==> src/sv/lvwd_pkg.sv <==
`timescale 1ns / 1ps
// Package for the variable-width LZW decoder: constants, codes and the
// command and status structs between controller and datapath. No dependencies.
package lvwd_pkg;

  localparam int DICT_ENTRIES_DEF = 4096;
  localparam int CODE_W = 12;
  localparam int STORE_W = 20;
  localparam int HELD_W = 5;
  localparam int STEP_W = 7;
  localparam int MAX_OUT = 64;
  localparam int LITERALS = 256;
  localparam logic [CODE_W-1:0] CODE_END = 12'd4094;
  localparam logic [CODE_W-1:0] CODE_RESTART = 12'd4095;
  localparam logic [3:0] WIDTH_MIN = 4'd9;
  localparam logic [3:0] WIDTH_10 = 4'd10;
  localparam logic [3:0] WIDTH_11 = 4'd11;
  localparam logic [3:0] WIDTH_12 = 4'd12;
  localparam int GROW_10 = 512;
  localparam int GROW_11 = 1024;
  localparam int GROW_12 = 2048;

  typedef enum logic [1:0] {
    PH_AWAIT = 2'd0,
    PH_RUN   = 2'd1,
    PH_STOP  = 2'd2
  } phase_t;

  typedef enum logic [1:0] {
    ST_DATA = 2'd0,
    ST_END  = 2'd1,
    ST_ERR  = 2'd2
  } status_t;

  typedef enum logic [1:0] {
    PUSH_CODE     = 2'd0,
    PUSH_PREVHEAD = 2'd1,
    PUSH_SUFFIX   = 2'd2,
    PUSH_LIT      = 2'd3
  } push_sel_t;

  typedef enum logic [1:0] {
    LIT_CODE   = 2'd0,
    LIT_PREV   = 2'd1,
    LIT_PREFIX = 2'd2
  } lit_sel_t;

  typedef enum logic [1:0] {
    RD_CODE   = 2'd0,
    RD_PREV   = 2'd1,
    RD_PREFIX = 2'd2
  } rd_sel_t;

  typedef enum logic [1:0] {
    FIRST_CODE     = 2'd0,
    FIRST_PREVHEAD = 2'd1,
    FIRST_MEM      = 2'd2
  } first_sel_t;

  typedef struct packed {
    logic       restart;
    logic       load_byte;
    logic       phase_we;
    phase_t     phase_val;
    logic       push_en;
    push_sel_t  push_sel;
    logic       lit_we;
    lit_sel_t   lit_sel;
    logic       rd_en;
    rd_sel_t    rd_sel;
    logic       first_we;
    first_sel_t first_sel;
    logic       set_prev_code;
    logic       add_entry;
    logic       step_clr;
    logic       stk_read;
    logic       out_data;
    logic       out_stat;
    status_t    stat_val;
  } dp_cmd_t;

  typedef struct packed {
    logic   code_ready;
    phase_t phase;
    logic   code_lt256;
    logic   code_is_end;
    logic   code_is_restart;
    logic   code_lt_nf;
    logic   code_eq_nf;
    logic   nf_full;
    logic   prev_lt256;
    logic   prefix_lt256;
    logic   sp_zero;
    logic   step_full;
    logic   out_free;
  } dp_stat_t;

endpackage

==> src/sv/lvwd_ctrl.sv <==
`timescale 1ns / 1ps
// Controller of the LZW decoder: sequences unpacking, table walk, dictionary
// update and draining of the reverse stack. Depends on lvwd_pkg.
module lvwd_ctrl import lvwd_pkg::*; (
  input  logic     clk,
  input  logic     rst,
  input  logic     in_valid,
  input  logic     in_command,
  output logic     in_ready,
  input  dp_stat_t stat,
  output dp_cmd_t  cmd
);

  typedef enum logic [6:0] {
    S_IDLE   = 7'b0000001,
    S_DECODE = 7'b0000010,
    S_WALK   = 7'b0000100,
    S_TAIL   = 7'b0001000,
    S_DRAIN  = 7'b0010000,
    S_EMIT   = 7'b0100000,
    S_STAT   = 7'b1000000
  } state_t;

  state_t  state;
  state_t  state_next;
  logic    walk_first;
  logic    walk_first_next;
  status_t stat_sel;
  status_t stat_sel_next;
  logic    in_fire;

  assign in_ready = state == S_IDLE;
  assign in_fire  = in_valid && in_ready;

  always_comb begin
    cmd             = '0;
    state_next      = state;
    walk_first_next = walk_first;
    stat_sel_next   = stat_sel;
    cmd.stat_val    = stat_sel;
    case (state)
      S_IDLE: begin
        if (in_fire) begin
          if (in_command) begin
            cmd.restart = 1'b1;
          end else if (!stat.sp_zero) begin
            cmd.step_clr = 1'b1;
            state_next   = S_DRAIN;
          end else if (stat.phase != PH_STOP) begin
            cmd.load_byte = 1'b1;
            if (stat.code_ready) begin
              state_next = S_DECODE;
            end
          end
        end
      end
      S_DECODE: begin
        if (stat.phase == PH_AWAIT) begin
          if (!stat.code_lt256) begin
            cmd.phase_we  = 1'b1;
            cmd.phase_val = PH_STOP;
            stat_sel_next = ST_ERR;
            state_next    = S_STAT;
          end else begin
            cmd.push_en       = 1'b1;
            cmd.push_sel      = PUSH_CODE;
            cmd.set_prev_code = 1'b1;
            cmd.phase_we      = 1'b1;
            cmd.phase_val     = PH_RUN;
            cmd.step_clr      = 1'b1;
            state_next        = S_DRAIN;
          end
        end else if (stat.code_is_end) begin
          cmd.phase_we  = 1'b1;
          cmd.phase_val = PH_STOP;
          stat_sel_next = ST_END;
          state_next    = S_STAT;
        end else if (stat.code_is_restart) begin
          cmd.restart = 1'b1;
          state_next  = S_IDLE;
        end else if (stat.code_lt_nf) begin
          if (stat.code_lt256) begin
            cmd.lit_we    = 1'b1;
            cmd.lit_sel   = LIT_CODE;
            cmd.first_we  = 1'b1;
            cmd.first_sel = FIRST_CODE;
            state_next    = S_TAIL;
          end else begin
            cmd.rd_en       = 1'b1;
            cmd.rd_sel      = RD_CODE;
            walk_first_next = 1'b1;
            state_next      = S_WALK;
          end
        end else if (stat.code_eq_nf && !stat.nf_full) begin
          cmd.push_en   = 1'b1;
          cmd.push_sel  = PUSH_PREVHEAD;
          cmd.first_we  = 1'b1;
          cmd.first_sel = FIRST_PREVHEAD;
          if (stat.prev_lt256) begin
            cmd.lit_we  = 1'b1;
            cmd.lit_sel = LIT_PREV;
            state_next  = S_TAIL;
          end else begin
            cmd.rd_en       = 1'b1;
            cmd.rd_sel      = RD_PREV;
            walk_first_next = 1'b0;
            state_next      = S_WALK;
          end
        end else begin
          cmd.phase_we  = 1'b1;
          cmd.phase_val = PH_STOP;
          stat_sel_next = ST_ERR;
          state_next    = S_STAT;
        end
      end
      S_WALK: begin
        cmd.push_en     = 1'b1;
        cmd.push_sel    = PUSH_SUFFIX;
        cmd.first_we    = walk_first;
        cmd.first_sel   = FIRST_MEM;
        walk_first_next = 1'b0;
        if (stat.prefix_lt256) begin
          cmd.lit_we  = 1'b1;
          cmd.lit_sel = LIT_PREFIX;
          state_next  = S_TAIL;
        end else begin
          cmd.rd_en  = 1'b1;
          cmd.rd_sel = RD_PREFIX;
        end
      end
      S_TAIL: begin
        cmd.push_en   = 1'b1;
        cmd.push_sel  = PUSH_LIT;
        cmd.add_entry = 1'b1;
        cmd.step_clr  = 1'b1;
        state_next    = S_DRAIN;
      end
      S_DRAIN: begin
        cmd.stk_read = 1'b1;
        state_next   = S_EMIT;
      end
      S_EMIT: begin
        if (stat.out_free) begin
          cmd.out_data = 1'b1;
          if (stat.sp_zero || stat.step_full) begin
            state_next = S_IDLE;
          end else begin
            state_next = S_DRAIN;
          end
        end
      end
      S_STAT: begin
        if (stat.out_free) begin
          cmd.out_stat = 1'b1;
          state_next   = S_IDLE;
        end
      end
      default: begin
        state_next = S_IDLE;
      end
    endcase
  end

  always_ff @(posedge clk) begin
    if (rst) begin
      state      <= S_IDLE;
      walk_first <= 1'b0;
      stat_sel   <= ST_DATA;
    end else begin
      state      <= state_next;
      walk_first <= walk_first_next;
      stat_sel   <= stat_sel_next;
    end
  end

endmodule
==> config.mk <==
export PLATFORM = sky130hd
export DESIGN_NAME = lvwd_ctrl
export DESIGN_NICKNAME = d
export VERILOG_FILES = /design/src/sv/lvwd_pkg.sv /design/src/sv/lvwd_ctrl.sv
export SDC_FILE = /design/constraint.sdc
export NUM_CORES = 1
export LEC_CHECK = 0
export ABC_AREA = 1
export ABC_CLOCK_PERIOD_IN_PS = 1440
export BUFFER_PORTS_ARGS = -buffer_cell sky130_fd_sc_hd__buf_2
export CORE_MARGIN = 2
export CORE_UTILIZATION = 40
export CTS_CLUSTER_DIAMETER = 60
export DETAILED_ROUTE_END_ITERATION = 7
export GPL_ROUTABILITY_DRIVEN = 0
export PLACE_DENSITY = 0.8
export REMOVE_ABC_BUFFERS = 1
export SLEW_MARGIN = 20
export SYNTH_ARGS = -nofsm -noshare
export SYNTH_HDL_FRONTEND = slang
export SYNTH_SLANG_ARGS = --single-unit
==> constraint.sdc <==
create_clock -name clk -period 1.44 [get_ports clk]
set_input_delay 0.072 -clock clk [delete_from_list [all_inputs] [get_ports clk]]
set_output_delay 0.072 -clock clk [all_outputs]
set_load 0.01 [all_outputs]
Yosys cells after proc, flatten, opt, wreduce, memory -nomap -nowiden

Cells that the tools add are included.

Eq/ne operators: 25
Mux-type cells: 78
Reduce and logical (&&, ||, !) cells: 9

Operators by type and width:

| kind                                                            | count |
|---|---|
| 7-bit two-way mux                                               | 14 |
| 12-bit two-way mux                                              | 7 |
| 7-bit one-hot mux with 7 select lines                           | 1 |
| 3-bit two-way mux                                               | 9 |
| 1-bit two-way mux                                               | 26 |
| 9-bit two-way mux                                               | 2 |
| 2-bit != test, second input constant                            | 9 |
| 9-bit one-hot mux with 2 select lines                           | 1 |
| 2-bit two-way mux                                               | 8 |
| 15-bit two-way mux                                              | 1 |
| 7-bit AND reduction                                             | 2 |
| 6-bit two-way mux                                               | 2 |
| 3-bit != test, second input constant                            | 4 |
| 3-bit one-hot mux with 3 select lines                           | 1 |
| 4-bit two-way mux                                               | 2 |
| 7-bit by 1-bit == test with 1-bit output, second input constant | 1 |
| 7-bit by 2-bit == test with 1-bit output, second input constant | 1 |
| 7-bit by 3-bit == test with 1-bit output, second input constant | 1 |
| 7-bit by 4-bit == test with 1-bit output, second input constant | 1 |
| 7-bit by 5-bit == test with 1-bit output, second input constant | 1 |
| 7-bit by 6-bit == test with 1-bit output, second input constant | 1 |
| 7-bit == test, second input constant                            | 1 |
| 3-bit by 1-bit != test with 1-bit output, second input constant | 2 |
| 3-bit by 2-bit != test with 1-bit output, second input constant | 2 |
| other kinds (10)                                                | 12 |

Bits in registers: 10
Output and inout port bits: 26
Logic and storage cells: 115

Longest topological paths before layout

Gate-level depths: netlist (run 1).

Word-level depth: 13
Gate-level depth with buffers: 10
Mapped depth without buffers: 10

Worst setup path before layout (run 1)

Ideal clock, no wire load.

Path kind: flip-flop to output port
From: register state[0]
To: output port cmd[16] in the netlist's numbering
Cell stages (with the launch flop): 6
Required time: 1368 ps
Slack: 147 ps
Arrival: 1221 ps
Cell sequence: dfxtp_1 > nor2_4 > nand3_1 > nor2_2 > inv_1 > o21ai_0

RTL lines:

| element                  | line             | source |
|---|---|---|
| start: declaration       | lvwd_ctrl.sv:24  | `state_t state;` |
| start signal: assignment | lvwd_ctrl.sv:170 | `state <= state_next;` |
| end: declaration         | lvwd_ctrl.sv:11  | `output dp_cmd_t cmd` |

==> results.md, run 1 <==
- Die width: around 53 um
- Area Growth Syn to Fin: 58.6%
- H-Tree Depth: 1
- Drt first pass iters: 4
- RSZ-0062 raised after global routing: yes
- Antenna cells: 0
- Finish-stage setup viols: 19
- Worst slack, placed: between 0.05 and 0.06 ns
- Worst path cell trace: inv_2, nand3_4, nor2_4, nand2_1, o211ai_1, buf_2
- Share of cells above drive strength 1: a little under three fifths
- Tmin final: roughly 1.6 ns
- Failing checks: negative setup slack
- Clock Skews: about 0.0046 ns
- CP peak stage delay: 0.34 ns
- Root cell of the clock tree: clkbuf_4
- Core area: 2210 um^2
- Rel. slew slack: 80.0%
- Worst skew pair latency: ~0.27 ns
- Hold Path Class: in2reg
- Yosys warnings: 0
- CP endpoint kind: primary output
- Final period utilization: 108%
- First-pass GRT wire length: 4450 um
- Bufs and invs on worst path: 2
- Outcome: finished with violations
- CP required: 1.37 ns
- Row count: 17
- Worst path top cell family by delay: simple AND/OR/NAND/NOR gates
- Critical Setup Path Class: reg2out
- Critical Path AT: 1.48 ns
- IO Pins: 44
- VDD IR-drop max: ~1000 uV
- Synthesized cell area: 941 um^2
- Yosys cell types: 24
- Final net count: 238
- Starting Density: 42.5%
- Power Density: 1330 nW/um^2
- Tot Pwr: just under 2 mW
- Clock slew at reported path FFs: 0.07 ns
- Vias in the first global route: 970
- CTS Buf Count: 3
- Seq/Total Area, Yosys: 21.3%
- DRC: 0
- Critical path peak fanout: 5
- Final setup margin: -0.114 ns
- Mean area per synthesized cell: 6.03 um^2
- DP Wirelength: 2110 um
- Vias: 1,237
- Routed WL: 3210 um
- Wirelength per Cell: 13.0 um
- Global route overflow: 0
- Pin count of the biggest net entering global routing: 9
- Reg-to-reg setup timing slack: -0.09 ns
- P_leak: 0.850 nW
- Port buffer count: 43
- First DRT Iteration DRCs: 40
- CTS max path bufs: 2
- Worst Setup Start Kind: flip-flop
- Die Area: 2760 um^2
- Max-Cap Viols: 0
- Tot GR Track Use: between 20% and 30%
- FF+latch count, synth: 10
- Final core occ: 67.5%
- CTS tree: built
- Post-route ant nets: 0
- Sink Count: 10
- Max Slew Vio Count: 0
- Fmax: approximately 0.64 GHz
- Cells after Synth: ~160
- Vias per inst: 5.03
- Slowest cell on the critical path: dfxtp_2
- Die H: 52.5 um
- Initial antenna violation count: 0
- Hold Vio Cnt, Final: 0
- Tightest Pin Transition: approximately 0.30 ns
==> cell usage after synthesis, drive strengths merged <==
cell	number	area share [%]
nand2	38	17
inv	35	14
nor2	28	17
nand3	21	15
dfxtp	10	21
a21oi	7	3.7
nor3	5	2.7
o21ai	4	2.5
nand4	3	2.7
buf	2	1.2
nor3b	2	2.1
o211ai	1	0.80
==> registers in the layout (all words and copies together), names as in the netlist <==
register and flops:
stat_sel 2, walk_first 1, state 7
==> power breakdown <==
group	leakage, nW	switching [mW]	internal (mW)
sequential	0.0844	0.0685	0.340
combinational	0.751	0.798	0.574
clock	0.0138	0.110	0.0969
==> metrics by stage <==
step / TNS (ns) / area, um^2 / hold WS, ns / std cells
after floorplan: 0 / 930 / 0.141 / 154
after global placement: 0 / 1190 / 0.368 / 227
after detailed placement: 0 / 1190 / 0.372 / 227
after CTS: -0.543 / 1350 / 0.0878 / 238
after global routing: -2.66 / 1490 / 0.0969 / 246
final: -1.16 / 1490 / 0.0973 / 246
==> per-layer routing <==
metal,GRT usage (%),vias to the layer above,part of all wire (%)
li1,-,607,-
met1,28.1,558,39
met2,38.3,64,51
met3,5.43,8,7.8
met4,6.41,0,2.1
met5,0,-,0
==> layout by cell type, fill, tap and decap left out, types with 3 or more instances in the layout <==
cell type   n
buf_2      39
nand2_1    33
inv_1      23
buf_4      14
inv_2      12
nor2_1     12
nand3_1    10
nor2_4      9
nand3_2     9
nor2_2      7
a21oi_1     7
buf_6       7
dfxtp_2     5
nor3_1      4
nand2_4     3
clkbuf_4    3
dfxtp_1     3
==> final cells by class <==
cell class	instances	area (um^2)
inverters	35	131
flip-flops and latches	10	214
well taps	28	35.0
clock buffers	3	22.5
multi-input cells	110	711
repair buffers	60	379
fillers	177	719
==> timing repair <==
item	in CTS	in global routing
hold buffers	0	0
pin swaps	7	9
resized for setup	22	23
gates cloned	1	0
buffers inserted	7	8
setup endpoints to repair	17	26
==> kinds of logic (layout without fill, tap and decap cells) <==
| kind of cell | after synthesis | count (layout) | share of synthesized area, % |
|---|---|---|---|
| AND/OR/NAND/NOR | 97 | 98 | 56.5 |
| buffers and inverters | 37 | 98 | 15.2 |
| AO/OA/AOI/OAI | 12 | 12 | 7.05 |
| flip-flops | 10 | 10 | 21.3 |
==> worst paths after layout <==
check / start / endpoint / cells past startpoint
hold / removal: rst / state[5]$_SDFFE_PP0P_ / 2
hold reg to reg: stat_sel[1]$_SDFFE_PP0P_ / stat_sel[1]$_SDFFE_PP0P_ / 2
setup reg to reg: state[4]$_SDFFE_PP0P_ / state[2]$_SDFFE_PP0P_ / 10
setup / recovery: state[4]$_SDFFE_PP0P_ / cmd[5] / 6
Power figures use the tool's default switching activity.
==> run 2: changes to the inputs <==
--- a/config.mk
+++ b/config.mk
@@ -6,14 +6,14 @@
 export NUM_CORES = 1
 export LEC_CHECK = 0
 export ABC_AREA = 1
-export ABC_CLOCK_PERIOD_IN_PS = 1440
+export ABC_CLOCK_PERIOD_IN_PS = 1600
 export BUFFER_PORTS_ARGS = -buffer_cell sky130_fd_sc_hd__buf_2
 export CORE_MARGIN = 2
-export CORE_UTILIZATION = 40
+export CORE_UTILIZATION = 45
 export CTS_CLUSTER_DIAMETER = 60
 export DETAILED_ROUTE_END_ITERATION = 7
 export GPL_ROUTABILITY_DRIVEN = 0
-export PLACE_DENSITY = 0.8
+export PLACE_DENSITY = 0.88
 export REMOVE_ABC_BUFFERS = 1
 export SLEW_MARGIN = 20
 export SYNTH_ARGS = -nofsm -noshare
==> constraint.sdc (replaced) <==
create_clock -name clk -period 1.6 [get_ports clk]
set_input_delay 0.08 -clock clk [delete_from_list [all_inputs] [get_ports clk]]
set_output_delay 0.08 -clock clk [all_outputs]
set_load 0.01 [all_outputs]
==> run 2 against run 1 <==
Against the previous run:
- worst setup slack better by 0.15 ns
- critical endpoint unchanged
- core utilization down 0.19 points
- sequential cell count unchanged
- global-route usage down 0.80 points
- combinational power down 23%
- highest routed layer unchanged
- clock skew up 0.011 ns
- die area down 10%
- count of clock-buffer cells in the layout unchanged
- the flow now finishes without violations
- final cell count down 2.8%
- critical path depth up 2
- largest power group unchanged
==> results.md, run 2 (synthesized netlist as in run 1, its figures left out) <==
- CTS tree: built (unchanged)
- Die Area: 2470 um^2 (was 2760 um^2)
- Final setup margin: 0.0325 ns (was -0.114 ns)
- Final net count: 232 (was 238)
- Max-Cap Viols: 0 (unchanged)
- Root cell of the clock tree: clkbuf_4 (unchanged)
- Die H: 49.7 um (was 52.5 um)
- Core area: 1960 um^2 (was 2210 um^2)
- Critical Setup Path Class: reg2out (unchanged)
- Sink Count: 10 (unchanged)
- Worst slack, placed: 0.232 ns (was 0.0530 ns)
- Row count: 16 (was 17)
- CP endpoint kind: primary output (unchanged)
- Setup crit start: state[1]$_SDFFE_PP0P_ (was state[4]$_SDFFE_PP0P_)
- Most frequent cells in the layout: buf_2 (43), nand2_1 (33), inv_1 (26), nand3_1 (15), nor2_1 (15) (was buf_2 (39), nand2_1 (33), inv_1 (23), buf_4 (14))
- Tot Pwr: 1.59 mW (was 1.99 mW)
- VDD IR-drop max: 926 uV (was 1010 uV)
- Tightest Pin Transition: 0.376 ns (was 0.296 ns)
- Area Growth Syn to Fin: 40.3% (was 58.6%)
- Hold Path Class: in2reg (unchanged)
- Rel. slew slack: 74.7% (was 80.0%)
- Max FFs per register: 7 (unchanged)
- Clock Skews: 0.0160 ns (was 0.00463 ns)
- Routed WL: 2650 um (was 3210 um)
- Pin count of the biggest net entering global routing: 11 (was 9)
- Initial antenna violation count: 0 (unchanged)
- Placed Cells: 224 (was 227)
- DP Area: 1180 um^2 (was 1190 um^2)
- IO Pins: 44 (unchanged)
- Starting Density: 48.0% (was 42.5%)
- Worst skew pair latency: 0.27 ns (about the same)
- First-pass GRT wire length: 4160 um (was 4450 um)
- Critical Path AT: 1.49 ns (was 1.48 ns)
- CP required: 1.52 ns (was 1.37 ns)
- Min Hold Slack: 0.0948 ns (was 0.0973 ns)
- DRC: 0 (unchanged)
- Met1 usage: 27.9% (was 28.1%)
- Vias per inst: 4.88 (was 5.03)
- Vias in the first global route: 1,004 (was 970)
- CP peak stage delay: 0.36 ns (was 0.34 ns)
- Port buffer count: 43 (unchanged)
- GR peak layer: met2 (unchanged)
- Critical path peak fanout: 8 (was 5)
- CTS Buf Count: 3 (unchanged)
- Source of the worst hold timing path: rst (unchanged)
- Slowest cell on the critical path: dfxtp_2 (unchanged)
- FILL cells: 188 (was 177)
- Hold Vio Cnt, Final: 0 (unchanged)
- Fmax: 0.638 GHz
- Design area: 1320 um^2 (was 1490 um^2)
- Vias: 1,166 (was 1,237)
- Tot GR Track Use: 21.8% (was 22.6%)
- Setup TNS: 0 ns (was -1.16 ns)
- Max Slew Vio Count: 0 (unchanged)
- Finish-stage setup viols: 0 (was 19)
- Commonest non-fill, non-tap cell in the layout: buf_2 (unchanged)
- Final period utilization: 98.0%
- CTS max path bufs: 2 (unchanged)
- Met3 global-route usage: 5.45% (was 5.43%)
- Antenna cells: 0 (unchanged)
- Worst path cell trace: inv_2, nor2_2, nand2_4, nor2_8, buf_4, nand2_2, o211ai_1, buf_2 (was inv_2, nand3_4, nor2_4, nand2_1, o211ai_1, buf_2)
- Worst Setup Start Kind: flip-flop (unchanged)
- Largest reg by FF count: state (unchanged)
- Final core occ: 67.3% (was 67.5%)
- Tmin final: 1.57 ns
- DP Wirelength: 1990 um (was 2110 um)
- Drt first pass iters: 6 (was 4)
- Share of cells above drive strength 1: 45.8% (was 55.0%)
- Non-filler instance count after layout: 239 (was 246)
- RSZ-0062 raised after global routing: yes (unchanged)
- Wirelength per Cell: 11.1 um (was 13.0 um)
- Top Registers: state (7), stat_sel (2), walk_first (1) (unchanged)
- Power Density: 1200 nW/um^2 (was 1330 nW/um^2)
- First DRT Iteration DRCs: 22 (was 40)
- Post-route ant nets: 0 (unchanged)
- GR Layer Usage met2: 35.8% (was 38.3%)
- Global route overflow: 0 (unchanged)
- Die width: 49.7 um (was 52.5 um)
- Outcome: finished, final reports clean (was finished with violations)
- Worst reg2reg path startpoint: state[2]$_SDFFE_PP0P_ (was state[4]$_SDFFE_PP0P_)
- Clock slew at reported path FFs: 0.07 ns (about the same)
- P_leak: 0.802 nW (was 0.850 nW)
- Hold-fix buffers at CTS: 0 (unchanged)
- H-Tree Depth: 1 (unchanged)
## run 2: changes by cell type in the layout (fill, tap and decap cells not counted), sizes merged
cell | previous run | this run
buf | 60 | 55
nor2 | 29 | 28
## run 2: power by group
part / total (mW) / switching [mW] / internal (mW)
combinational: 1.06 / 0.596 / 0.463
clock: 0.170 / 0.0833 / 0.0865
sequential: 0.359 / 0.0599 / 0.299
## run 2: final timing paths
kind         slack, ns                       end  depth (start not counted)
min reg2reg       0.47  stat_sel[0]$_SDFFE_PP0P_                          2
max               0.03                    cmd[5]                          8
min               0.09  stat_sel[0]$_SDFFE_PP0P_                          2
max reg2reg       0.11     state[2]$_SDFFE_PP0P_                         10
## run 2: per-layer routing
metal	share of wire, %	routed length, um	up-vias
met1	43	1130	511
met3	6.3	168	7
met5	0	0	-
li1	-	-	600
met2	50	1320	48
met4	1.4	36	0
## run 2: timing repair
action                                 4_1_cts  5_1_grt
resized for setup                            0       12
endpoints found under the hold margin        0        0
setup buffers                                4        8
setup endpoints to repair                    6       16
pin swaps                                    2        6
## run 2: final cells by class
type | count | area (um^2) | area share, %
multi-input cells | 109 | 623 | 47.2
inverters | 35 | 131 | 9.95
flip-flops and latches | 10 | 204 | 15.5
clock buffers | 3 | 22.5 | 1.71
repair buffers | 55 | 305 | 23.1
well taps | 27 | 33.8 | 2.56
## run 2: worst max-delay path: cells and delay by family (launching register included)
kind / cells / cell delay [ns]
buffers and inverters: 3 / 0.36
AOI/OAI and AO/OA: 1 / 0.08
DFF: 1 / 0.36
and+or+nand+nor: 4 / 0.43
==> run 3: changes to the inputs <==
--- a/config.mk
+++ b/config.mk
@@ -7,13 +7,14 @@
 export LEC_CHECK = 0
 export ABC_AREA = 1
 export ABC_CLOCK_PERIOD_IN_PS = 1600
-export BUFFER_PORTS_ARGS = -buffer_cell sky130_fd_sc_hd__buf_2
 export CORE_MARGIN = 2
 export CORE_UTILIZATION = 45
 export CTS_CLUSTER_DIAMETER = 60
 export DETAILED_ROUTE_END_ITERATION = 7
+export DONT_BUFFER_PORTS = 1
 export GPL_ROUTABILITY_DRIVEN = 0
-export PLACE_DENSITY = 0.88
+export HOLD_SLACK_MARGIN = 0.12
+export PLACE_DENSITY = 0.7
 export REMOVE_ABC_BUFFERS = 1
 export SLEW_MARGIN = 20
 export SYNTH_ARGS = -nofsm -noshare
==> run 3 against run 2 <==
Against the previous run:
- the flow now finishes with violations (negative setup slack)
- register-to-register slack gained 0.07 ns
- critical path depth shrank 3
- routed wire length grew 6.1%
- fmax shrank 2.9%
- design area shrank 6.6%
- highest routed layer unchanged
==> results.md, run 3 (synthesized netlist as in run 1, its figures left out) <==
- Outcome: finished with violations (was finished, final reports clean)
- Failing checks: negative setup slack
- CP peak stage delay: 0.36 ns (about the same)
- Die H: 49.7 um (unchanged)
- Min Hold Slack: 0.133 ns (was 0.0948 ns)
- Hold depth: 6 (was 2)
- Reg2Reg Depth: 9 (was 10)
- Wirelength per Cell: 13.7 um (was 11.1 um)
- Critical Path AT: 1.53 ns (was 1.49 ns)
- Tmin final: 1.61 ns (was 1.57 ns)
- Share of cells above drive strength 1: 37.1% (was 45.8%)
- Antenna cells: 0 (unchanged)
- Design area: 1230 um^2 (was 1320 um^2)
- Initial antenna violation count: 0 (unchanged)
- Most frequent cells in the layout: nand2_1 (32), inv_1 (24), nor2_1 (15), nand3_1 (14), buf_4 (13) (was buf_2 (43), nand2_1 (33), inv_1 (26), nand3_1 (15), nor2_1 (15))
- First DRT Iteration DRCs: 24 (was 22)
- CP required: 1.52 ns (about the same)
- Hold Path Class: in2reg (unchanged)
- Max Slew Vio Count: 0 (unchanged)
- Setup TNS: -0.0149 ns (was 0 ns)
- Worst path cell trace: inv_2, nand3_4, nor2_4, nand2_2, o211ai_1 (was inv_2, nor2_2, nand2_4, nor2_8, buf_4, nand2_2, o211ai_1, buf_2)
- Worst path top cell family by delay: simple AND/OR/NAND/NOR gates (unchanged)
- Worst skew pair latency: 0.28 ns (was 0.27 ns)
- Final core occ: 62.8% (was 67.3%)
- H-Tree Depth: 1 (unchanged)
- Slowest cell on the critical path: o211ai_1 (was dfxtp_2)
- Finish-stage setup viols: 1 (was 0)
- Routed WL: 2810 um (was 2650 um)
- First-pass GRT wire length: 4120 um (was 4160 um)
- Core area: 1960 um^2 (unchanged)
- Pin count of the biggest net entering global routing: 9 (was 11)
- Levels on crit path: 5 (was 8)
- Starting Density: 48.0% (unchanged)
- Bufs and invs on worst path: 1 (was 3)
- Worst slack, placed: 0.177 ns (was 0.232 ns)
- Root cell of the clock tree: clkbuf_4 (unchanged)
- Power Density: 1220 nW/um^2 (was 1200 nW/um^2)
- DRC: 0 (unchanged)
- Hold Path Sink: state[0]$_SDFFE_PP1P_ (was stat_sel[0]$_SDFFE_PP0P_)
- Clock slew at reported path FFs: 0.07 ns (about the same)
- Top Registers: state (7), stat_sel (2), walk_first (1) (unchanged)
- Die width: 49.7 um (unchanged)
- Final net count: 197 (was 232)
- Critical path peak fanout: 6 (was 8)
- Die Area: 2470 um^2 (unchanged)
- CTS tree: built (unchanged)
- Commonest non-fill, non-tap cell in the layout: nand2_1 (was buf_2)
- Global route overflow: 0 (unchanged)
- DP Area: 993 um^2 (was 1180 um^2)
- Vias: 1,084 (was 1,166)
- Worst reg2reg path startpoint: state[3]$_SDFFE_PP0P_ (was state[2]$_SDFFE_PP0P_)
- Drt first pass iters: 4 (was 6)
- Vias per inst: 5.29 (was 4.88)
- Vias in the first global route: 963 (was 1,004)
- Max FFs per register: 7 (unchanged)
- CTS max path bufs: 2 (unchanged)
- Fmax: 0.619 GHz (was 0.638 GHz)
- IO Pins: 44 (unchanged)
- Post-route ant nets: 0 (unchanged)
- Worst Setup Start Kind: flip-flop (unchanged)
- Critical Setup Path Class: reg2out (unchanged)
- Tot Pwr: 1.51 mW (was 1.59 mW)
- DP Wirelength: 1970 um (was 1990 um)
- Largest reg by FF count: state (unchanged)
- P_leak: 0.641 nW (was 0.802 nW)
- Area Growth Syn to Fin: 31.0% (was 40.3%)
- Tightest Pin Transition: 0.406 ns (was 0.376 ns)
- CTS Buf Count: 3 (unchanged)
- RSZ-0062 raised after global routing: yes (unchanged)
- Port buffer count: 0 (was 43)
- Non-filler instance count after layout: 205 (was 239)
- Placed Cells: 185 (was 224)
- Sink Count: 10 (unchanged)
- Final period utilization: 101% (was 98.0%)
- CP endpoint kind: primary output (unchanged)
- Final setup margin: -0.0149 ns (was 0.0325 ns)
- Reg-to-reg setup timing slack: 0.18 ns (was 0.11 ns)
- Clock Skews: 0.00903 ns (was 0.0160 ns)
- Tot GR Track Use: 21.9% (was 21.8%)
- FILL cells: 194 (was 188)
- Source of the worst hold timing path: stat[1] (was rst)
- VDD IR-drop max: 873 uV (was 926 uV)
- Hold Vio Cnt, Final: 0 (unchanged)
- Max-Cap Viols: 0 (unchanged)
- R2R Path End: walk_first$_SDFFE_PP0P_ (was state[2]$_SDFFE_PP0P_)
- Rel. slew slack: 72.7% (was 74.7%)
- Row count: 16 (unchanged)
-- run 3: cell count changes in the layout (fill, tap and decap cells not counted), moves of 2 or more --
cell	previous run	this run
inv_1	26	24
nand3_2	4	6
dlygate4sd3_1	0	5
dfxtp_2	3	6
nor2_4	4	6
dfxtp_1	7	4
buf_2	43	0
-- run 3: area by class of cell --
type / instances / area (um^2) / area share (%)
multi-input cells: 110 / 653 / 53.0
well taps: 27 / 33.8 / 2.74
flip-flops and latches: 10 / 208 / 16.9
inverters: 35 / 134 / 10.9
clock buffers: 4 / 36.3 / 2.94
repair buffers: 19 / 168 / 13.6
-- run 3: timing repair --
item,in CTS,in global routing
resized for setup,9,14
hold endpoints to repair,10,0
setup buffers,5,5
endpoints found under the setup margin,3,9
hold buffers,5,0
pin swaps,5,6
cloned,1,0
-- run 3: worst reg2reg max path, cell delays in order (launching register included) --
cell and delay [ns]:
dfxtp_2 0.34, nor2_4 0.12, buf_4 0.15, nand2_4 0.08, nor2_4 0.17, buf_4 0.13, inv_2 0.03, nor2_2 0.13
nand3_1 0.08, a21oi_1 0.12
-- run 3: worst max-delay path by stage --
stage | startpoint | endpoint | slack, ns
2_1_floorplan | state[0]$_SDFFE_PP1P_ | cmd[16] | 0.30
3_3_place_gp | state[4]$_SDFFE_PP0P_ | state[2]$_SDFFE_PP0P_ | 0.19
3_5_place_dp | state[5]$_SDFFE_PP0P_ | cmd[5] | 0.18
4_1_cts | state[3]$_SDFFE_PP0P_ | cmd[5] | -0.002
5_1_grt | state[6]$_SDFFE_PP0P_ | cmd[5] | -0.09
6_report | state[6]$_SDFFE_PP0P_ | cmd[5] | -0.01
-- run 3: power breakdown --
group / switching (mW) / total (mW) / internal [mW] / leakage (nW)
Clock: 0.0939 / 0.232 / 0.138 / 0.0210
Sequential: 0.0626 / 0.362 / 0.299 / 0.0833
Combinational: 0.580 / 0.915 / 0.334 / 0.537
-- run 3: metal layers --
layer	vias to the layer above	track usage, %	wire length [um]
li1	531	-	-
met1	495	24.0	1110
met2	46	35.3	1370
met3	12	10.6	234
met4	0	10.2	104
met5	-	0	0
